===== config.mk =====
export PLATFORM = sky130hd
export DESIGN_NAME = ktl_key_store
export DESIGN_NICKNAME = d
export VERILOG_FILES = /design/src/design/ktl_pkg.sv /design/src/design/ktl_key_store.sv
export SDC_FILE = /design/constraint.sdc
export NUM_CORES = 2
export LEC_CHECK = 0
export BUFFER_PORTS_ARGS = -buffer_cell sky130_fd_sc_hd__buf_2
export CORE_ASPECT_RATIO = 1.75
export CORE_MARGIN = 2
export CORE_UTILIZATION = 30
export CTS_BUF_LIST = sky130_fd_sc_hd__clkbuf_4 sky130_fd_sc_hd__clkbuf_8
export DETAILED_ROUTE_END_ITERATION = 12
export PLACE_DENSITY = 0.49
export SLEW_MARGIN = 20
export SYNTH_ARGS = -nofsm -noshare
export SYNTH_HDL_FRONTEND = slang
export SYNTH_SLANG_ARGS = --single-unit

===== constraint.sdc =====
create_clock -name clk_i -period 7.8 [get_ports clk_i]
set_input_delay 2.34 -clock clk_i [delete_from_list [all_inputs] [get_ports clk_i]]
set_output_delay 2.34 -clock clk_i [all_outputs]
set_load 0.01 [all_outputs]

===== src/design/ktl_pkg.sv =====
package ktl_pkg;

  localparam int unsigned MaxKeys  = 64;
  localparam int unsigned IdxW     = (MaxKeys > 1) ? $clog2(MaxKeys) : 1;
  localparam int unsigned CntW     = $clog2(MaxKeys + 1);
  localparam int unsigned CapW     = 7;
  localparam int unsigned TimeW    = 32;
  localparam int unsigned HandleW  = 32;
  localparam int unsigned CmdW     = 3;
  localparam int unsigned StatusW  = 3;

  // APB register map
  localparam int unsigned ApbAddrW  = 3;
  localparam int unsigned ApbDataW  = 32;
  localparam int unsigned RegIdxW   = ApbAddrW - 2;
  localparam logic [RegIdxW-1:0] RegKeyCapacity = '0;
  localparam logic [CapW-1:0]    CapReset       = CapW'(MaxKeys);

  typedef enum logic [CmdW-1:0] {
    CmdAppend = 3'd0,
    CmdRemove = 3'd1,
    CmdClear  = 3'd2,
    CmdLookup = 3'd3,
    CmdRead   = 3'd4
  } cmd_e;

  typedef enum logic [StatusW-1:0] {
    StOk    = 3'd0,
    StFull  = 3'd1,
    StMiss  = 3'd2,
    StOrder = 3'd3,
    StRange = 3'd4
  } status_e;

  typedef struct packed {
    logic               we;
    logic [IdxW-1:0]    waddr;
    logic [TimeW-1:0]   wtime;
    logic [HandleW-1:0] whandle;
    logic [IdxW-1:0]    taddr;
    logic [IdxW-1:0]    haddr;
  } mem_req_t;

  typedef struct packed {
    status_e            status;
    logic [IdxW-1:0]    found_index;
    logic [HandleW-1:0] found_handle;
    logic [CntW-1:0]    key_count;
    logic [TimeW-1:0]   total_length;
  } result_t;

endpackage


===== src/design/ktl_key_store.sv =====
module ktl_key_store (
  input  logic                         clk_i,
  input  ktl_pkg::mem_req_t            mem_req_i,
  output logic [ktl_pkg::TimeW-1:0]    tdata_o,
  output logic [ktl_pkg::HandleW-1:0]  hdata_o
);

  logic [ktl_pkg::TimeW-1:0]   time_mem   [ktl_pkg::MaxKeys];
  logic [ktl_pkg::HandleW-1:0] handle_mem [ktl_pkg::MaxKeys];
  logic [ktl_pkg::TimeW-1:0]   tdata_q;
  logic [ktl_pkg::HandleW-1:0] hdata_q;

  // one write port, one registered read port per array
  always_ff @(posedge clk_i) begin
    if (mem_req_i.we) begin
      time_mem[mem_req_i.waddr]   <= mem_req_i.wtime;
      handle_mem[mem_req_i.waddr] <= mem_req_i.whandle;
    end
    tdata_q <= time_mem[mem_req_i.taddr];
    hdata_q <= handle_mem[mem_req_i.haddr];
  end

  assign tdata_o = tdata_q;
  assign hdata_o = hdata_q;

endmodule


* Word level (Yosys, flattened, before mapping) *
Memories as Yosys holds them, arrays and structs flattened. A register that Yosys moved wholly into a read port is not among the register bits.
Cells that the tools add are included.

word-level totals
  memory bits (writable) = 4096
  register bits = 0
  memories kept = 2
  output and inout bits = 64
  word-level logic and storage cells = 4
  input bits = 84

cells by class
  mux-type cells = 2

memories
  name        words  width  rd ports  clocked after Yosys merged registers in  wr ports  line                text
  handle_mem  64     32     1         1                                        1         ktl_key_store.sv:9  logic [ktl_pkg::HandleW-1:0] handle_mem [ktl_pkg::MaxKeys];
  time_mem    64     32     1         1                                        1         ktl_key_store.sv:8  logic [ktl_pkg::TimeW-1:0] time_mem [ktl_pkg::MaxKeys];

operators with widths
  operator           count
  1-bit two-way mux  2

* Depth between registers and ports, before layout *
  word-level depth = 2
  gate-level depth with buffers = 10

* Worst setup path after synthesis *
No wires, ideal clock.

  path kind = in2reg
  start = input mem_req_i[80] in the netlist's numbering
  end = memory handle_mem[16][0] in the netlist's numbering (enable)
  cell stages on the path = 4
  buffers on the path = 2
  arrival = 5.850 ns
  required time = 7.314 ns
  setup slack = 1.464 ns
  library setup time = 0.486 ns
  cell sequence = clkbuf_1 > or3b_2 > clkbuf_1 > nor2_1

RTL lines
  element          line                text
  start, declared  ktl_key_store.sv:3  input ktl_pkg::mem_req_t mem_req_i,
  end, declared    ktl_key_store.sv:9

Straight into the memory's write port.

==> results.md <==
- Run status: complete, no violations
- Post-placement cell count: between 10000 and 15000
- Final total negative setup slack: 0 ns
- Final wirelength: around 490 mm
- Most common cell in the netlist: edfxtp_1
- Post-route insts no fill: 14600
- Peak VDD IR: 0.000134 V
- Top FF cell, synth: edfxtp_1
- Total CTS buffers: 620
- Antenna violations before repair: 60
- Htree depth: 6
- Final Cycle Share: 60.9%
- Cell type with the largest total area after synthesis: edfxtp_1
- Clk_skew: 0.108 ns
- Count of cell types in the netlist: 56
- Synth top area cells: edfxtp_1, mux4_2, o22ai_1, dfxtp_1, mux2i_1
- FMAX: 211 MHz
- CP startpoint kind: input pin
- Arr. time, crit path: 5.76 ns
- Pwr Density: 249 mW/mm2
- Mapped cell area: 0.156 mm2
- Total congestion overflow: 0
- GRT Overall Usage: 18.5%
- Via count: 75700
- Slowest CP cell: nor4_1
- Clock sink total: 4160
- Syn_nets: 6684
- Post-DRT Antenna Nets: 0
- Top cell type's share of synthesized area: around four fifths
- HPWL Detailed: 282 mm
- Least-Margin Pin Slew: roughly 1.2 ns
- Via density: 5.18
- Worst hold start: handle_mem[62][15]$_DFFE_PP_
- TritonRoute pass-1 iters: 7
- Starting DRT DRC Count: 7147
- Post-synthesis register bit count: 4160
- Nature of the critical path endpoint: flop
- WHS: 0.835 ns
- HP Class: flop to flop
- I/O pins: about 150
- Die Y: about 960 um
- Asr flop ratio synth: 0%
- Relative slew margins: between 20% and 30%
- Postcts setup bufs: 0
- Die area: 0.527 mm2
- Hold_buf cts: 0
- Routability cong.: 0.782
- Initial Utilization: 30.1%
- IO Port Bufs: 147
- Fin. Hold Viols: 0
- Row Count: 350
- Syn avg cell area: 23.7 um2
- Worst path max stage delay: 0.86 ns
- Routed length per instance: roughly 34 um
- Die X: between 500 and 600 um
- Final Setup Violations: 0
- CTS tree: built
- Number of max-cap violations: 0
- # resized after CTS: 0
- Final Power: between 40 and 50 mW
- Register area share after synthesis: roughly four fifths
- Crit Path Class: input pin to flop
- Proportion of layout cells with a drive suffix above 1: 32.8%
- Tmin final: about 4.8 ns
- Max Slew Vio Count: 0
- Post-layout nets: 7365
- CP Data Required Time: around 8.8 ns
- CP max FO: 90
- P_leak: 54.5 nW
- Most instantiated cells after synthesis: edfxtp_1, mux4_2, o22ai_1, buf_2, clkbuf_1
- Clk buf depth: 4
- Core region area: 0.519 mm2
- Filler cells: 48200
- Syn Inst Count: 6600
- P&R area growth vs syn: 14.6%
- Critical path origin: mem_req_i[2]
- Largest net degree at the start of global routing: 92
- Clock-pin slew on the worst setup and hold paths: 0.07 ns
- YS warnings: 0
- Remaining DRCs: 0
- CTS root buffer: clkbuf_8
- Unrepaired setup endpoints after global routing: no
- Vias in the first global route: 80600
- FF-to-FF Start: time_mem[51][22]$_DFFE_PP_
- First-pass GRT wire length: 672 mm
- Post-synth EDFFs: 4096
- Skew-Pair Late Insertion Delay: 1.15 ns
- Critical Path, Cell by Cell: buf_8 > nor2_1 > nand2_2 > buf_4 > o22ai_1 > nor4_1 > o22a_1
## flip-flops by register name (all words and copies together) (netlist names)
| register | flops |
|---|---|
| time_mem | 2048 |
| handle_mem | 2048 |
| hdata_o | 32 |
| tdata_o | 32 |
## metal layers
metal | vias to the layer above | track usage, % | wire, um
li1 | 30000 | - | -
met1 | 42200 | 21.0 | 178000
met2 | 2711 | 35.0 | 272000
met3 | 802 | 2.65 | 25100
met4 | 16 | 6.43 | 18300
met5 | - | 0 | 100
## through the flow
step	worst slack, ns	area [um2]	util, %
6_report	3.05	179000	34.5
5_1_grt	2.98	179000	34.5
4_1_cts	2.94	179000	34.4
3_5_place_dp	1.75	167000	32.2
3_3_place_gp	1.49	167000	32.1
2_1_floorplan	1.46	156000	-
## placed cells by master, fill, tap and decap left out, drive strengths merged, types with 4 or more instances in the layout
master and instances:
nor2 104, edfxtp 4096, a31oi 8, a21oi 47
nand2b 14, a22oi 18, clkinvlp 22, o221ai 50
clkinv 154, mux2 38, buf 414, a211oi 34
o21a 23, o22ai 284, mux4 1022, nand3 18
a221oi 6, o211ai 6, o22a 24, a2111oi 5
mux2i 77, and2 28, a22o 6, nand3b 6
nand4 4, clkbuf 884, nor3 34, o21ai 53
inv 14, nor2b 28, nand2 67, dfxtp 64
nor4 48, bufinv 8, diode 34
## cell families (layout without fill, tap and decap cells)
kind of cell           Yosys count  count (layout)  synth area share [%]
and+or+nand+nor                361             361                  1.14
other                            0              34                     0
AOI/OAI and AO/OA              582             582                  2.50
DFF                           4160            4160                  79.6
muxes                         1137            1137                  15.5
buffers and inverters          360            1496                  1.29
## final timing paths
kind | cells after the start | to | slack [ns]
worst min-delay path | 4 | hdata_o[15]$_DFF_P_ | 0.83
worst min register to register | 4 | hdata_o[15]$_DFF_P_ | 0.83
worst max-delay path | 7 | hdata_o[12]$_DFF_P_ | 3.05
worst max register to register | 5 | tdata_o[22]$_DFF_P_ | 5.56
## where the power goes
group | leakage [nW] | internal [mW] | total, mW | switching, mW
sequential | 37.4 | 24.8 | 24.9 | 0.160
combinational | 10.8 | 0.787 | 2.21 | 1.43
clock | 6.27 | 9.09 | 17.5 | 8.41
total | 54.5 | 34.6 | 44.6 | 10.0
## critical path, delay by kind of cell
family | cells | cell delay [ns]
AO/OA/AOI/OAI | 2 | 0.39
buffers and inverters | 2 | 1.02
AND/OR/NAND/NOR | 3 | 1.89
## cell type report
class | instances | area [um2] | area share [%]
tap | 6864 | 8590 | 4.80
timing repair buffer | 414 | 3690 | 2.06
clock inverter | 193 | 1160 | 0.647
antenna | 34 | 85.1 | 0.0475
inverter | 5 | 18.8 | 0.0105
multi-input combinational | 2080 | 30400 | 17.0
sequential | 4160 | 124000 | 69.4
clock buffer | 884 | 10700 | 5.99
Power figures use the tool's default switching activity.
