[config.mk]
export PLATFORM = sky130hd
export DESIGN_NAME = ktl_seq
export DESIGN_NICKNAME = d
export VERILOG_FILES = /design/src/design/ktl_pkg.sv /design/src/design/ktl_seq.sv
export SDC_FILE = /design/constraint.sdc
export NUM_CORES = 1
export LEC_CHECK = 0
export ABC_CLOCK_PERIOD_IN_PS = 6200
export BUFFER_PORTS_ARGS = -buffer_cell sky130_fd_sc_hd__buf_2
export CAP_MARGIN = 20
export CORE_UTILIZATION = 30
export DETAILED_ROUTE_END_ITERATION = 10
export GPL_ROUTABILITY_DRIVEN = 0
export PLACE_DENSITY_LB_ADDON = 0.2
export SYNTH_ARGS = -nofsm -noshare
export SYNTH_HDL_FRONTEND = slang
export SYNTH_SLANG_ARGS = --single-unit
[constraint.sdc]
create_clock -name clk_i -period 6.2 [get_ports clk_i]
set_clock_uncertainty 0.2 [all_clocks]
set_input_delay 0.62 -clock clk_i [delete_from_list [all_inputs] [get_ports clk_i]]
set_output_delay 0.62 -clock clk_i [all_outputs]
set_load 0.02 [all_outputs]
[src/design/ktl_pkg.sv]
package ktl_pkg;

  localparam int unsigned MaxKeys  = 64;
  localparam int unsigned IdxW     = (MaxKeys > 1) ? $clog2(MaxKeys) : 1;
  localparam int unsigned CntW     = $clog2(MaxKeys + 1);
  localparam int unsigned CapW     = 7;
  localparam int unsigned TimeW    = 32;
  localparam int unsigned HandleW  = 32;
  localparam int unsigned CmdW     = 3;
  localparam int unsigned StatusW  = 3;

  // APB register map
  localparam int unsigned ApbAddrW  = 3;
  localparam int unsigned ApbDataW  = 32;
  localparam int unsigned RegIdxW   = ApbAddrW - 2;
  localparam logic [RegIdxW-1:0] RegKeyCapacity = '0;
  localparam logic [CapW-1:0]    CapReset       = CapW'(MaxKeys);

  typedef enum logic [CmdW-1:0] {
    CmdAppend = 3'd0,
    CmdRemove = 3'd1,
    CmdClear  = 3'd2,
    CmdLookup = 3'd3,
    CmdRead   = 3'd4
  } cmd_e;

  typedef enum logic [StatusW-1:0] {
    StOk    = 3'd0,
    StFull  = 3'd1,
    StMiss  = 3'd2,
    StOrder = 3'd3,
    StRange = 3'd4
  } status_e;

  typedef struct packed {
    logic               we;
    logic [IdxW-1:0]    waddr;
    logic [TimeW-1:0]   wtime;
    logic [HandleW-1:0] whandle;
    logic [IdxW-1:0]    taddr;
    logic [IdxW-1:0]    haddr;
  } mem_req_t;

  typedef struct packed {
    status_e            status;
    logic [IdxW-1:0]    found_index;
    logic [HandleW-1:0] found_handle;
    logic [CntW-1:0]    key_count;
    logic [TimeW-1:0]   total_length;
  } result_t;

endpackage

[src/design/ktl_seq.sv]
module ktl_seq (
  input  logic                          clk_i,
  input  logic                          rst_ni,
  input  logic                          in_valid_i,
  output logic                          in_stall_o,
  input  logic [ktl_pkg::CmdW-1:0]      command_i,
  input  logic [ktl_pkg::TimeW-1:0]     time_value_i,
  input  logic [ktl_pkg::HandleW-1:0]   data_handle_i,
  input  logic [ktl_pkg::IdxW-1:0]      read_index_i,
  input  logic [ktl_pkg::CapW-1:0]      key_capacity_i,
  input  logic                          out_free_i,
  output logic                          out_load_o,
  output ktl_pkg::result_t              result_o,
  output ktl_pkg::mem_req_t             mem_req_o,
  input  logic [ktl_pkg::TimeW-1:0]     tdata_i,
  input  logic [ktl_pkg::HandleW-1:0]   hdata_i
);

  localparam int unsigned IdxW = ktl_pkg::IdxW;
  localparam int unsigned CntW = ktl_pkg::CntW;

  typedef enum logic [2:0] {
    Idle,
    Search,
    Final,
    RdWait,
    RmWait,
    Resp
  } state_e;

  state_e                        state_q, state_d;
  logic [CntW-1:0]               count_q, count_d;
  logic [ktl_pkg::TimeW-1:0]     last_q, last_d;
  logic [ktl_pkg::TimeW-1:0]     time_q, time_d;
  logic [IdxW-1:0]               lo_q, lo_d;
  logic [IdxW-1:0]               hi_q, hi_d;
  logic [IdxW-1:0]               mid_q, mid_d;
  ktl_pkg::status_e              status_q, status_d;
  logic [IdxW-1:0]               fidx_q, fidx_d;
  logic [ktl_pkg::HandleW-1:0]   fhandle_q, fhandle_d;

  logic [CntW-1:0]               eff_cap;
  logic [IdxW-1:0]               lo_n, hi_n;
  logic [IdxW:0]                 mid_sum;

  assign eff_cap = (CntW'(key_capacity_i) < CntW'(ktl_pkg::MaxKeys)) ?
                   CntW'(key_capacity_i) : CntW'(ktl_pkg::MaxKeys);

  // bisection step on the timestamp just read back
  always_comb begin
    lo_n = lo_q;
    hi_n = hi_q;
    if (time_q > tdata_i) begin
      lo_n = mid_q + 1'b1;
    end else begin
      hi_n = mid_q;
    end
    mid_sum = {1'b0, lo_n} + {1'b0, hi_n};
  end

  always_comb begin
    state_d    = state_q;
    count_d    = count_q;
    last_d     = last_q;
    time_d     = time_q;
    lo_d       = lo_q;
    hi_d       = hi_q;
    mid_d      = mid_q;
    status_d   = status_q;
    fidx_d     = fidx_q;
    fhandle_d  = fhandle_q;
    mem_req_o  = '0;
    out_load_o = 1'b0;

    unique case (state_q)
      Idle: begin
        if (in_valid_i) begin
          time_d    = time_value_i;
          status_d  = ktl_pkg::StOk;
          fidx_d    = '0;
          fhandle_d = '0;
          state_d   = Resp;
          unique case (ktl_pkg::cmd_e'(command_i))
            ktl_pkg::CmdAppend: begin
              if (count_q != '0 && time_value_i <= last_q) begin
                status_d = ktl_pkg::StOrder;
              end else if (count_q >= eff_cap) begin
                status_d = ktl_pkg::StFull;
              end else begin
                mem_req_o.we      = 1'b1;
                mem_req_o.waddr   = IdxW'(count_q);
                mem_req_o.wtime   = time_value_i;
                mem_req_o.whandle = data_handle_i;
                count_d           = count_q + 1'b1;
                last_d            = time_value_i;
              end
            end
            ktl_pkg::CmdRemove: begin
              if (count_q == '0) begin
                status_d = ktl_pkg::StMiss;
              end else begin
                count_d = count_q - 1'b1;
                if (count_q == CntW'(1)) begin
                  last_d = '0;
                end else begin
                  // fetch the new last timestamp
                  mem_req_o.taddr = IdxW'(count_q - CntW'(2));
                  state_d         = RmWait;
                end
              end
            end
            ktl_pkg::CmdClear: begin
              count_d = '0;
              last_d  = '0;
            end
            ktl_pkg::CmdLookup: begin
              if (count_q == '0) begin
                status_d = ktl_pkg::StMiss;
              end else begin
                lo_d = '0;
                hi_d = IdxW'(count_q - 1'b1);
                if (hi_d != '0) begin
                  mid_d           = hi_d >> 1;
                  mem_req_o.taddr = mid_d;
                  state_d         = Search;
                end else begin
                  mem_req_o.taddr = '0;
                  state_d         = Final;
                end
              end
            end
            ktl_pkg::CmdRead: begin
              if (CntW'(read_index_i) >= count_q) begin
                status_d = ktl_pkg::StRange;
              end else begin
                mem_req_o.haddr = read_index_i;
                state_d         = RdWait;
              end
            end
            default: begin
            end
          endcase
        end
      end
      Search: begin
        lo_d = lo_n;
        hi_d = hi_n;
        if (lo_n < hi_n) begin
          mid_d           = mid_sum[IdxW:1];
          mem_req_o.taddr = mid_sum[IdxW:1];
        end else begin
          mem_req_o.taddr = lo_n;
          state_d         = Final;
        end
      end
      Final: begin
        if (tdata_i < time_q) begin
          status_d = ktl_pkg::StMiss;
        end else begin
          fidx_d = lo_q;
        end
        state_d = Resp;
      end
      RdWait: begin
        fhandle_d = hdata_i;
        state_d   = Resp;
      end
      RmWait: begin
        last_d  = tdata_i;
        state_d = Resp;
      end
      Resp: begin
        if (out_free_i) begin
          out_load_o = 1'b1;
          state_d    = Idle;
        end
      end
      default: begin
        state_d = Idle;
      end
    endcase
  end

  always_ff @(posedge clk_i or negedge rst_ni) begin
    if (!rst_ni) begin
      state_q   <= Idle;
      count_q   <= '0;
      last_q    <= '0;
      time_q    <= '0;
      lo_q      <= '0;
      hi_q      <= '0;
      mid_q     <= '0;
      status_q  <= ktl_pkg::StOk;
      fidx_q    <= '0;
      fhandle_q <= '0;
    end else begin
      state_q   <= state_d;
      count_q   <= count_d;
      last_q    <= last_d;
      time_q    <= time_d;
      lo_q      <= lo_d;
      hi_q      <= hi_d;
      mid_q     <= mid_d;
      status_q  <= status_d;
      fidx_q    <= fidx_d;
      fhandle_q <= fhandle_d;
    end
  end

  assign in_stall_o = (state_q != Idle);

  always_comb begin
    result_o.status       = status_q;
    result_o.found_index  = fidx_q;
    result_o.found_handle = fhandle_q;
    result_o.key_count    = count_q;
    result_o.total_length = last_q;
  end

endmodule

# Word-level counts from Yosys, hierarchy flattened
# Cells that the tools add are included.
# totals
ff_bits,133
inputBits,148
out_inout_bits,165
# op_classes
n_addsub,5
order_cmp,7
eq_ne,27
mux,68
reduce_logical,23
# ops
cell,count
$mux 71,4
$mux 32,6
$pmux 32 s2,2
$mux 6,21
$pmux 32 s3,1
$mux 83,1
$pmux 6 s2,6
$gt 32x32->1,1
$le 32x32->1,1
$lt 32x32->1,1
$mux 7,4
$mux 3,9
$ne 2x2->1 const B,11
$pmux 7 s3,1
$pmux 3 s3,2
$eq 3x2->1 const B,4
$ne 3x3->1 const B,4
$pmux 3 s4,1
$reduce_and 6->1,2
$mux 5,2
$eq 3x3->1 const B,3
$reduce_and 3->1,3
$reduce_bool 2->1,4
$add 6x6->7,1
other kinds (26),35

# Logic depth before layout (Yosys ltp)
# Gate-level depths: netlist of the first run.
# logic_depth
depth_word,8
ltp_mapped,19
depth_no_buf,17

# Least setup slack after synthesis of the first run
# OpenSTA, ideal clock, no wires.
# synth_timing
path_type,in2out
startpoint,input tdata_i[30] (netlist name)
endpoint,output mem_req_o[11] (netlist name)
arrival_ns,4.395
t_required_ns,5.380
setup_slack_ns,0.985
cell_stages,17
n_path_buf,2
cell_sequence,ha_1 -> nand4_1 -> nor3_1 -> a221oi_1 -> o211ai_1 -> a21oi_1 -> clkbuf_1 -> mux2i_1 -> inv_1 -> ha_1 -> nor2_1 -> nand3_1 -> a21oi_1 -> o21a_1 -> buf_2 -> mux2_1 -> o32ai_1
# synth_rtl
element,line_no,rtl
"start, declared",ktl_seq.sv:15,"input logic [ktl_pkg::TimeW-1:0] tdata_i,"
"end, declared",ktl_seq.sv:14,"output ktl_pkg::mem_req_t mem_req_o,"

==> metrics.md, run 1 <==
| Metric | Value |
|---|---|
| CTS tree | `built` |
| Die X | `176 um` |
| Violated checks | `hold timing` |
| Worst R2R End | `mid_q[1]` |
| Dominant synthesized flop cell | `dfrtp_1` |
| Post-synth EDFFs | `0` |
| FP Rows | `63` |
| Postcts setup bufs | `0` |
| Largest cells by area after synthesis | `dfrtp_1 (37%), ha_1 (13%), a221oi_2 (5.2%)` |
| Post-route ant nets | `0` |
| Critical Path RT | `between 5 and 6 ns` |
| IR Drop Worst-Case VDD | `0.213 mV` |
| Setup-failing EPs final | `0` |
| CP Class | `flip-flop to output port` |
| Final net count | `roughly 1,500` |
| Vias after detailed routing | `around 8,300` |
| Worst r2r path cells | `17` |
| Vias in the first global route | `7,848` |
| Post-layout worst setup margin | `0.502 ns` |
| Drt initial violations | `483` |
| Buf/Inv on CP | `3` |
| Hold-fix buffers, CTS | `0` |
| Final Hold Viols | `5` |
| Most common cell in the netlist | `dfrtp_1` |
| Dpl cell area | `11,000 sq um` |
| Maximum clock rate | `176 MHz` |
| Inserted Clock Buffers | `17` |
| Max Root-Sink Buffers | `2` |
| Final Critical Period | `5.70 ns` |
| H-tree depth | `4` |
| Status | `complete, but fails checks` |
| Place WS | `0.652 ns` |
| CP max stage cell | `o21a_1` |
| Syn-to-layout area delta | `28.6%` |
| Crit path launch type | `flip-flop` |
| Crit-path leading delay family | `compound AO/OA/AOI/OAI gates` |
| Post-Syn Instances | `1,014` |
| Port bufs | `~310` |
| Distinct cells, synth | `58` |
| Netlist Area Pre-Place | `approximately 9000 sq um` |
| Die height | `around 180 um` |
| Pin count of the biggest net entering global routing | `72` |
| Area of the die | `30,800 sq um` |
| Worst r2r src | `time_q[27]` |
| Top cells by count, synth | `dfrtp_1 (133), nand2_1 (115), inv_1 (96)` |
| Count of max-cap constraint violations | `0` |
| Syn_area_per_cell | `~8.9 sq um` |
| Total track usage | `0.181` |
| Synth top area share | `0.368` |
| Post-layout util | `0.392` |
| Final period util | `0.919` |
| Part of the Yosys area used for sequential elements | `0.368` |
| CP cell instances | `inv_1 -> ha_1 -> nand4_1 -> nor3_1 -> a221oi_1 -> o211ai_1 -> a21oi_2 -> buf_4 -> mux2_2 -> ha_1 -> nor2_1 -> nor2_1 -> o21ai_0 -> o21a_1 -> mux2_1 -> o32ai_1 -> buf_2` |
| Core Region | `29,600 sq um` |
| Clock Latency Late Sink | `0.42 ns` |
| FF-to-FF setup slack | `1.69 ns` |
| Design Area, Final | `11,600 sq um` |
| Final wirelength | `28.0 mm` |
| Via/cell ratio | `4.85` |
| Synth Net Count | `1,257` |
| Setup tns final | `0 ns` |
| Kind of end point of the critical path | `output port` |
| Yosys reg bits | `133` |
| Arr. time, crit path | `a little under 5 ns` |
| Initial Util | `0.305` |
| Post-synthesis async set-or-reset flop share | `1.00` |
| Slew Viols, Final | `0` |
| Total congestion overflow | `0` |
| Critical Path Fanout Max | `26` |
| I/O pin count | `313` |
| Unrepaired setup endpoints after global routing | `no` |
| Yosys synthesis warning count | `0` |
| Antenna violations before repair | `1` |
| Hpwl dp | `about 21 mm` |
| CTS Root Cell | `clkbuf_16` |
| Final routed DRC violation total | `0` |
| PostCTS Resize Cnt | `0` |
| DR pass1 iterations | `5` |
| LEAKAGE | `6.09 nW` |
| Worst-margin pin slew | `between 0.9 and 1 ns` |
| Slew HR | `0.379` |
| Worst min path class | `input port to asynchronous set/reset pin` |
| Post-synth top area cell | `dfrtp_1` |
| Clock slew at reported path FFs | `0.07 ns` |
| CTS sink count | `133` |
| Hold WS | `-0.0322 ns` |
| Pwr Density | `between 500 and 600 nW/um^2` |
| Slowest stage delay, CP | `0.47 ns` |
| Global-route wire length before repair | `43.3 mm` |
| WL/cell | `16.4 um` |
| Share of cells above drive strength 1 | `0.303` |
-- worst max-delay path by stage --
stage / depth (start not counted) / slack (ns) / startpoint / to
6_report: 17 / 0.50 / time_q[27] / mem_req_o[11]
5_1_grt: 18 / 0.15 / time_q[27] / mem_req_o[11]
4_1_cts: 17 / 0.52 / time_q[27] / mem_req_o[11]
3_5_place_dp: 17 / 0.65 / tdata_i[30] / mem_req_o[11]
3_3_place_gp: 17 / 0.69 / tdata_i[30] / mem_req_o[11]
2_1_floorplan: 17 / 0.99 / tdata_i[30] / mem_req_o[11]
-- metal layers --
metal / share of wire / routed length, um / global-route usage / up-vias
met5: 0 / 0 / 0 / -
met4: 0.013 / 361 / 0.0493 / 0
met3: 0.061 / 1710 / 0.0403 / 25
met2: 0.45 / 12700 / 0.286 / 265
met1: 0.47 / 13200 / 0.248 / 3867
li1: - / - / - / 4133
-- worst reg2reg max path: stages (launching register included) --
cell	delay, ns
dfrtp_1	0.36
inv_1	0.10
ha_1	0.27
nand4_1	0.16
nor3_1	0.07
a221oi_1	0.26
o211ai_1	0.22
a21oi_2	0.17
buf_4	0.32
nor2_1	0.11
a21oi_1	0.27
ha_1	0.30
a21oi_1	0.15
nor2_1	0.05
nor2_1	0.07
o21ai_0	0.15
o31ai_2	0.76
mux2_1	0.38
-- state kept, by name, indices dropped and copies added (netlist names) --
| register | flops |
|---|---|
| count_q | 7 |
| fhandle_q | 32 |
| fidx_q | 6 |
| hi_q | 6 |
| last_q | 32 |
| lo_q | 6 |
| mid_q | 6 |
| state_q | 3 |
| status_q | 3 |
| time_q | 32 |
-- report_power, final --
group / internal, W / switching, W
logic: 0.00143 / 0.00218
clock network: 0.000662 / 0.000417
registers: 0.00129 / 0.000293
-- cells in the final DEF, fill, tap and decap left out, drive strengths merged, types with 35 or more instances in the layout --
master	n
and2	74
a22o	37
nand2	115
inv	103
buf	324
nor2	74
a21oi	46
ha	94
o21ai	75
a221oi	35
dfrtp	133
-- cells by family after synthesis --
| group | count (synthesis) | share of synthesized area |
|---|---|---|
| simple gates | 336 | 0.178 |
| compound gates | 269 | 0.224 |
| buf+inv | 152 | 0.0671 |
| flops | 133 | 0.368 |
| fa+ha+maj | 95 | 0.132 |
| xor+xnor | 15 | 0.0145 |
| mux | 14 | 0.0162 |
-- through the flow --
step	std cells	power, W	hold WS, ns
floorplan	1014	0.00412	0.124
global placement	1673	0.00519	0.266
detailed placement	1673	0.00519	0.273
CTS	1705	0.00632	0.000467
global route	1707	0.00682	0.0112
finish	1708	0.00627	-0.0322
-- layout make-up --
cell class	instances	area (sq um)
Antenna cell	1	2.50
Clock buffer	20	457
Clock inverter	12	166
Fill cell	3072	18000
Inverter	99	372
Multi-Input combinational cell	729	5120
Sequential cell	133	3330
Tap cell	390	488
Timing Repair Buffer	324	1680
Note: power is estimated with default switching activity, not from simulation.
==> run 2: changes to the inputs <==
--- a/config.mk
+++ b/config.mk
@@ -5,6 +5,7 @@
 export SDC_FILE = /design/constraint.sdc
 export NUM_CORES = 1
 export LEC_CHECK = 0
+export ABC_AREA = 1
 export ABC_CLOCK_PERIOD_IN_PS = 6200
 export BUFFER_PORTS_ARGS = -buffer_cell sky130_fd_sc_hd__buf_2
 export CAP_MARGIN = 20
==> run 2 against run 1 <==
Count of clock-buffer cells in the layout down 3. Wire length is 22% higher. Combinational power grew 2%. The flow now finishes without violations. Largest cell class unchanged. Clock power down 6%. First-iteration DRC count increased by 17%.
==> metrics.md, run 2 <==
| Metric | Value |
|---|---|
| Clock slew at reported path FFs | `0.07 ns (about the same)` |
| Die X | `182 um (+3.7%)` |
| Count of max-cap constraint violations | `0 (unchanged)` |
| Setup tns final | `0 ns (unchanged)` |
| CTS sink count | `133 (unchanged)` |
| Total track usage | `0.207 (+0.0261)` |
| PostCTS Resize Cnt | `0 (unchanged)` |
| Vias after detailed routing | `10,100 (+22%)` |
| Internal power consumption | `0.00303 W (-10%)` |
| Status | `completed` |
| Kind of end point of the critical path | `output port` |
| Switching share of power | `0.511 (+0.0500)` |
| Post-layout util | `0.388 (-0.00401)` |
| I/O pin count | `313 (unchanged)` |
| Comb power frac | `0.594 (+0.018)` |
| Crit path launch type | `flip-flop` |
| Slowest stage delay, CP | `0.39 ns (-0.08 ns)` |
| Post-synthesis async set-or-reset flop share | `1.00 (unchanged)` |
| Syn_area_per_cell | `7.01 sq um (-21%)` |
| CP Class | `flip-flop to output port` |
| Maximum clock rate | `191 MHz (+9.0%)` |
| Design Power | `0.00620 W (-1.1%)` |
| CP cell instances | `inv_1 -> ha_1 -> a21oi_1 -> o21ai_1 -> nand2_1 -> a21oi_1 -> nor2_1 -> nand2_2 -> o21ai_0 -> inv_1 -> ha_1 -> inv_1 -> a21oi_1 -> nor2_1 -> a311oi_1 -> nand2_2 -> or2_0 -> nand3_1 -> buf_2` |
| CTS Root Cell | `clkbuf_16` |
| Setup crit start | `time_q[17]` |
| Biggest regs | `fhandle_q (32), last_q (32), time_q (32)` |
| Pwr Density | `504 nW/um^2 (-6.7%)` |
| Seq pwr share | `0.241 (-0.011)` |
| Final wirelength | `34.0 mm (+22%)` |
| IR Drop Worst-Case VDD | `0.256 mV (+20%)` |
| Final routed DRC violation total | `0 (unchanged)` |
| Top cells by count, synth | `nand2_1 (286), inv_1 (253), dfrtp_1 (133), o21ai_0 (133), nor2_1 (122)` |
| Final Critical Period | `5.23 ns (-0.471 ns)` |
| Post-synth top area cell | `dfrtp_1` |
| Dominant synthesized flop cell | `dfrtp_1` |
| H-tree depth | `4 (unchanged)` |
| Switch Pwr | `0.00317 W (+9.6%)` |
| Post-synth EDFFs | `0 (unchanged)` |
| Clock Latency Late Sink | `0.43 ns (about the same)` |
| FP Rows | `65 (+3.2%)` |
| Setup-failing EPs final | `0 (unchanged)` |
| Die height | `182 um (+3.7%)` |
| Worst r2r src | `time_q[17]` |
| Final Hold Viols | `0 (-5)` |
| Synth Net Count | `1,630 (+30%)` |
| Most frequent cells in the layout | `buf_2 (311), nand2_1 (286), inv_1 (253)` |
| Part of the Yosys area used for sequential elements | `0.342 (-0.0258)` |
| Slew HR | `0.306 (-0.0730)` |
| Core Region | `31,700 sq um (+7.0%)` |
| Post-Syn Instances | `1,387 (+37%)` |
| Postcts setup bufs | `0 (unchanged)` |
| Max Root-Sink Buffers | `2 (unchanged)` |
| FF+latch area | `3330 sq um (unchanged)` |
| Multi-input gate area | `5210 sq um (+1.7%)` |
| Final period util | `0.843 (-0.0759)` |
| Most common cell in the netlist | `nand2_1` |
| Port bufs | `312 (unchanged)` |
| Pin count of the biggest net entering global routing | `77 (+6.9%)` |
| Distinct cells, synth | `46 (-21%)` |
| Largest cells by area after synthesis | `dfrtp_1 (34%), ha_1 (12%), nand2_1 (11%)` |
| Yosys reg bits | `133 (unchanged)` |
| Inserted Clock Buffers | `17 (unchanged)` |
| Total congestion overflow | `0 (unchanged)` |
| Syn-to-layout area delta | `26.6%` |
| Fill count | `3,448 (+12%)` |
| Worst min path class | `input port to asynchronous set/reset pin` |
| Synth top area share | `0.342 (-0.0258)` |
| Initial Util | `0.306 (+0.00151)` |
| Via/cell ratio | `4.83 (-0.55%)` |
| CTS tree | `built` |
| Area of the die | `33,100 sq um (+7.5%)` |
| Critical Path RT | `5.38 ns (about the same)` |
| Slew Viols, Final | `0 (unchanged)` |
| Yosys synthesis warning count | `0 (unchanged)` |
| Netlist Area Pre-Place | `9720 sq um (+7.5%)` |
| Critical Path Fanout Max | `20 (-23%)` |
| Global-route wire length before repair | `53.4 mm (+23%)` |
| Hold-fix buffers, CTS | `0 (unchanged)` |
| Drt initial violations | `564 (+17%)` |
| DR pass1 iterations | `5 (unchanged)` |
| Commonest non-fill, non-tap cell in the layout | `buf_2` |
| Unrepaired setup endpoints after global routing | `no` |
| Hpwl dp | `24.7 mm (+20%)` |
| Final net count | `1,919 (+24%)` |
| Worst-margin pin slew | `1.04 ns (+0.104 ns)` |
| WL/cell | `16.3 um (-0.65%)` |
| CP max stage cell | `ha_1` |
| LEAKAGE | `7.07 nW (+16%)` |
| Clock Power Share | `0.165 (-0.007)` |
| Post-route ant nets | `0 (unchanged)` |
| Antenna violations before repair | `1 (unchanged)` |
| Vias in the first global route | `9,725 (+24%)` |
| Arr. time, crit path | `4.41 ns (-0.47 ns)` |
| Share of cells above drive strength 1 | `0.231 (-0.0715)` |
-- run 2: stage by stage --
step,cells,cell area (sq um),hold WS [ns],setup WS [ns]
floorplan,1387,9720,0.124,1.80
global placement,2058,11700,0.274,1.08
detailed placement,2059,11700,0.283,1.05
CTS,2091,12300,0.0612,0.958
global route,2092,12300,0.0873,0.431
finish,2092,12300,0.0475,0.973
-- run 2: path summary, 6_finish.rpt --
| kind | endpoint | slack, ns | depth (start not counted) |
|---|---|---|---|
| setup reg to reg | mid_q[0] | 2.00 | 20 |
| hold / removal | last_q[31] | 0.05 | 1 |
| max in group asynchronous | fhandle_q[14] | 4.40 | 2 |
| hold reg to reg | last_q[24] | 0.30 | 2 |
| setup / recovery | mem_req_o[9] | 0.97 | 19 |
| min in group clk_i | fhandle_q[4] | 0.22 | 3 |
-- run 2: worst max-delay path: cells and delay by family, from the launching register on --
family	cells	cell delay (ns)
DFF	1	0.37
buffers and inverters	4	0.48
AOI/OAI and AO/OA	6	1.15
adders and majority gates	2	0.63
and+or+nand+nor	7	1.36
-- run 2: area by class of cell --
cell class                      count  area share
Antenna cell                        1    0.000203
Timing Repair Buffer              328       0.139
Sequential cell                   133       0.270
Clock buffer                       17      0.0346
Tap cell                          402      0.0409
Multi-Input combinational cell    939       0.423
Clock inverter                     15      0.0130
Inverter                          257      0.0784
-- run 2: cells by family (layout without fill, tap and decap cells) --
logic type | Yosys count | count (layout) | share of synthesized area
buffers and inverters | 315 | 617 | 0.125
adder cells (fa/ha/maj) | 95 | 95 | 0.123
XOR/XNOR | 13 | 13 | 0.0117
AO/OA/AOI/OAI | 222 | 222 | 0.125
flip-flops | 133 | 133 | 0.342
other | 0 | 1 | 0
AND/OR/NAND/NOR | 609 | 609 | 0.273
-- run 2: power groups by stage --
stage	registers (W)	logic, W	clock network [W]
floorplan	0.00169	0.00236	0
global placement	0.00150	0.00365	0
detailed placement	0.00151	0.00369	0
CTS	0.00149	0.00371	0.00106
global route	0.00154	0.00419	0.00110
finish	0.00150	0.00368	0.00102
-- run 2: per-layer routing --
metal	global-route usage	part of all wire	up-vias
li1	-	-	5044
met1	0.261	0.45	4692
met2	0.360	0.48	336
met3	0.0397	0.058	26
met4	0.0561	0.010	0
met5	0	0	-
==> run 3: changes to the inputs <==
--- a/config.mk
+++ b/config.mk
@@ -6,7 +6,7 @@
 export NUM_CORES = 1
 export LEC_CHECK = 0
 export ABC_AREA = 1
-export ABC_CLOCK_PERIOD_IN_PS = 6200
+export ABC_CLOCK_PERIOD_IN_PS = 5100
 export BUFFER_PORTS_ARGS = -buffer_cell sky130_fd_sc_hd__buf_2
 export CAP_MARGIN = 20
 export CORE_UTILIZATION = 30
==> constraint.sdc (replaced) <==
create_clock -name clk_i -period 5.1 [get_ports clk_i]
set_clock_uncertainty 0.2 [all_clocks]
set_input_delay 0.51 -clock clk_i [delete_from_list [all_inputs] [get_ports clk_i]]
set_output_delay 0.51 -clock clk_i [all_outputs]
set_load 0.02 [all_outputs]
==> run 3 against run 2 <==
Global-route usage is 0.18 points lower. Critical path type unchanged. Core utilization is 0.41 points higher. Highest routed layer is now met5. Die area stayed put. Setup slack worse by 0.62 ns. Register-to-register slack worse by 0.73 ns. Critical path depth is 5 higher. Wire length is 0.57% higher. Total power is 24% higher. Flip-flop and latch count stayed put. Critical endpoint is now mem_req_o[11]. Largest power group unchanged. Worst hold slack better by 0.079 ns.
==> metrics.md, run 3 (synthesis results as in run 2) <==
| Metric | Value |
|---|---|
| Final period util | `0.931` |
| Clock slew at reported path FFs | `0.08 ns (about the same)` |
| Clock Latency Late Sink | `0.42 ns (about the same)` |
| Maximum clock rate | `approximately 210 MHz` |
| Kind of end point of the critical path | `output port` |
| Max Root-Sink Buffers | `2 (unchanged)` |
| IR Drop Worst-Case VDD | `0.307 mV (+20%)` |
| Setup tns final | `0 ns (unchanged)` |
| Hold WS | `0.126 ns (+0.0786 ns)` |
| Vias in the first global route | `9,498 (-2.3%)` |
| Clock Power Share | `0.164 (about the same)` |
| Unrepaired setup endpoints after global routing | `yes` |
| Total congestion overflow | `0 (unchanged)` |
| Final routed DRC violation total | `0 (unchanged)` |
| FF-to-FF setup slack | `1.27 ns (-0.73 ns)` |
| Count of max-cap constraint violations | `0 (unchanged)` |
| WL/cell | `16.3 um (about the same)` |
| Die X | `182 um (unchanged)` |
| Comb power frac | `0.600 (+0.006)` |
| Global-route wire length before repair | `52.8 mm (-1.1%)` |
| Hpwl dp | `24.7 mm (about the same)` |
| CTS Root Cell | `clkbuf_16` |
| Inserted Clock Buffers | `17 (unchanged)` |
| Seq pwr share | `0.236 (-0.005)` |
| Final net count | `1,929 (+0.52%)` |
| DR pass1 iterations | `5 (unchanged)` |
| Post-route ant nets | `0 (unchanged)` |
| I/O pin count | `313 (unchanged)` |
| Most frequent cells in the layout | `buf_2 (311), nand2_1 (285), inv_1 (253)` |
| Via/cell ratio | `4.84 (+0.19%)` |
| Area of the die | `33,100 sq um (unchanged)` |
| Worst min path class | `input port to flip-flop` |
| Critical Path RT | `4.39 ns (-0.99 ns)` |
| Slew Viols, Final | `0 (unchanged)` |
| Pin count of the biggest net entering global routing | `69 (-10%)` |
| LEAKAGE | `7.13 nW (+0.89%)` |
| Vias after detailed routing | `10,200 (+0.71%)` |
| Final Critical Period | `~4.7 ns` |
| FP Rows | `65 (unchanged)` |
| Final Hold Viols | `0 (unchanged)` |
| CP Class | `flip-flop to output port` |
| Die height | `182 um (unchanged)` |
| CTS sink count | `133 (unchanged)` |
| Syn-to-layout area delta | `28.0%` |
| Wire length on met1 | `15.4 mm (+0.63%)` |
| Switch Pwr | `0.00394 W (+24%)` |
| Arr. time, crit path | `4.04 ns (-0.37 ns)` |
| Status | `completed` |
| Final wirelength | `34.2 mm (+0.57%)` |
| Design Power | `0.00768 W (+24%)` |
| Internal power consumption | `0.00374 W (+23%)` |
| Port bufs | `312 (unchanged)` |
| Crit path launch type | `flip-flop` |
| Top routing layer used | `met5` |
| WL met3 | `2.16 mm (+8.8%)` |
| Pwr Density | `618 nW/um^2 (+23%)` |
| Wire length on met2 | `15.9 mm (-2.5%)` |
| Worst-margin pin slew | `0.721 ns (-0.315 ns)` |
| Initial Util | `0.306 (unchanged)` |
| Antenna violations before repair | `4 (+3)` |
| CTS tree | `built` |
| Core Region | `31,700 sq um (unchanged)` |
| Share of cells above drive strength 1 | `0.239 (+0.00747)` |
| Total track usage | `0.205 (-0.00184)` |
| Setup-failing EPs final | `0 (unchanged)` |
| Critical Path Fanout Max | `10 (-50%)` |
| Biggest regs | `fhandle_q (32), last_q (32), time_q (32)` |
| Slew HR | `0.516 (+0.210)` |
| Commonest non-fill, non-tap cell in the layout | `buf_2` |
| Drt initial violations | `623 (+10%)` |
| H-tree depth | `4 (unchanged)` |
| Switching share of power | `0.513 (+0.00178)` |
-- run 3: final cells by class --
type / count / area [sq um]
sequential: 133 / 3330
inverter: 257 / 965
clock inverter: 15 / 161
timing repair buffer: 337 / 1780
antenna: 2 / 5.00
clock buffer: 17 / 425
tap: 402 / 503
multi-input combinational: 940 / 5270
fill: 3377 / 19300
-- run 3: power groups by stage --
stage / Combinational [W] / Clock [W] / Sequential [W]
3_5_place_dp: 0.00449 / 0 / 0.00182
2_1_floorplan: 0.00287 / 0 / 0.00205
5_1_grt: 0.00520 / 0.00135 / 0.00188
6_report: 0.00461 / 0.00126 / 0.00181
3_3_place_gp: 0.00445 / 0 / 0.00183
4_1_cts: 0.00451 / 0.00130 / 0.00181
-- run 3: path summary, 6_finish.rpt --
| kind | startpoint | endpoint | depth (start not counted) |
|---|---|---|---|
| min reg2reg | hi_q[0] | hi_q[0] | 2 |
| max | time_q[27] | mem_req_o[11] | 24 |
| max in group asynchronous | rst_ni | state_q[0] | 3 |
| min | hdata_i[4] | fhandle_q[4] | 3 |
| min in group asynchronous | rst_ni | last_q[23] | 2 |
| max reg2reg | time_q[27] | mid_q[2] | 20 |
-- run 3: through the flow --
| step | util | area (sq um) | cells | setup slack (ns) |
|---|---|---|---|---|
| global placement | 0.370 | 11700 | 2062 | 0.140 |
| floorplan | - | 9720 | 1387 | 0.924 |
| detailed placement | 0.371 | 11800 | 2064 | 0.128 |
| finish | 0.392 | 12400 | 2103 | 0.353 |
| global route | 0.392 | 12400 | 2102 | -0.0503 |
| CTS | 0.390 | 12400 | 2097 | 0.0190 |
-- run 3: metal layers --
layer | vias to the layer above | global-route usage
li1 | 5079 | -
met1 | 4652 | 0.263
met2 | 392 | 0.348
met3 | 43 | 0.0387
met4 | 4 | 0.0645
met5 | - | 0
-- run 3: what timing repair did --
item	in CTS	in global routing
gates resized for setup	1	14
cloned	0	1
endpoints found under the setup margin	4	6
hold buffers	1	0
buffers inserted	0	3
endpoints found under the hold margin	59	0
pin swaps	0	1
-- run 3: worst max-delay path, stage by stage, from the launching register on --
cell     delay, ns
dfrtp_1       0.32
inv_1         0.05
ha_1          0.29
nand2_1       0.10
nor2_2        0.18
nand2_2       0.11
nor4_4        0.17
nand2_2       0.14
nand2_4       0.14
inv_1         0.12
or2_2         0.29
o21ai_1       0.11
inv_1         0.08
ha_1          0.33
inv_1         0.10
o31ai_4       0.28
inv_1         0.06
nor2_1        0.13
nor2_1        0.05
nor2_1        0.07
o21ai_0       0.07
nor2_1        0.11
inv_1         0.06
nand3_1       0.08
buf_2         0.18
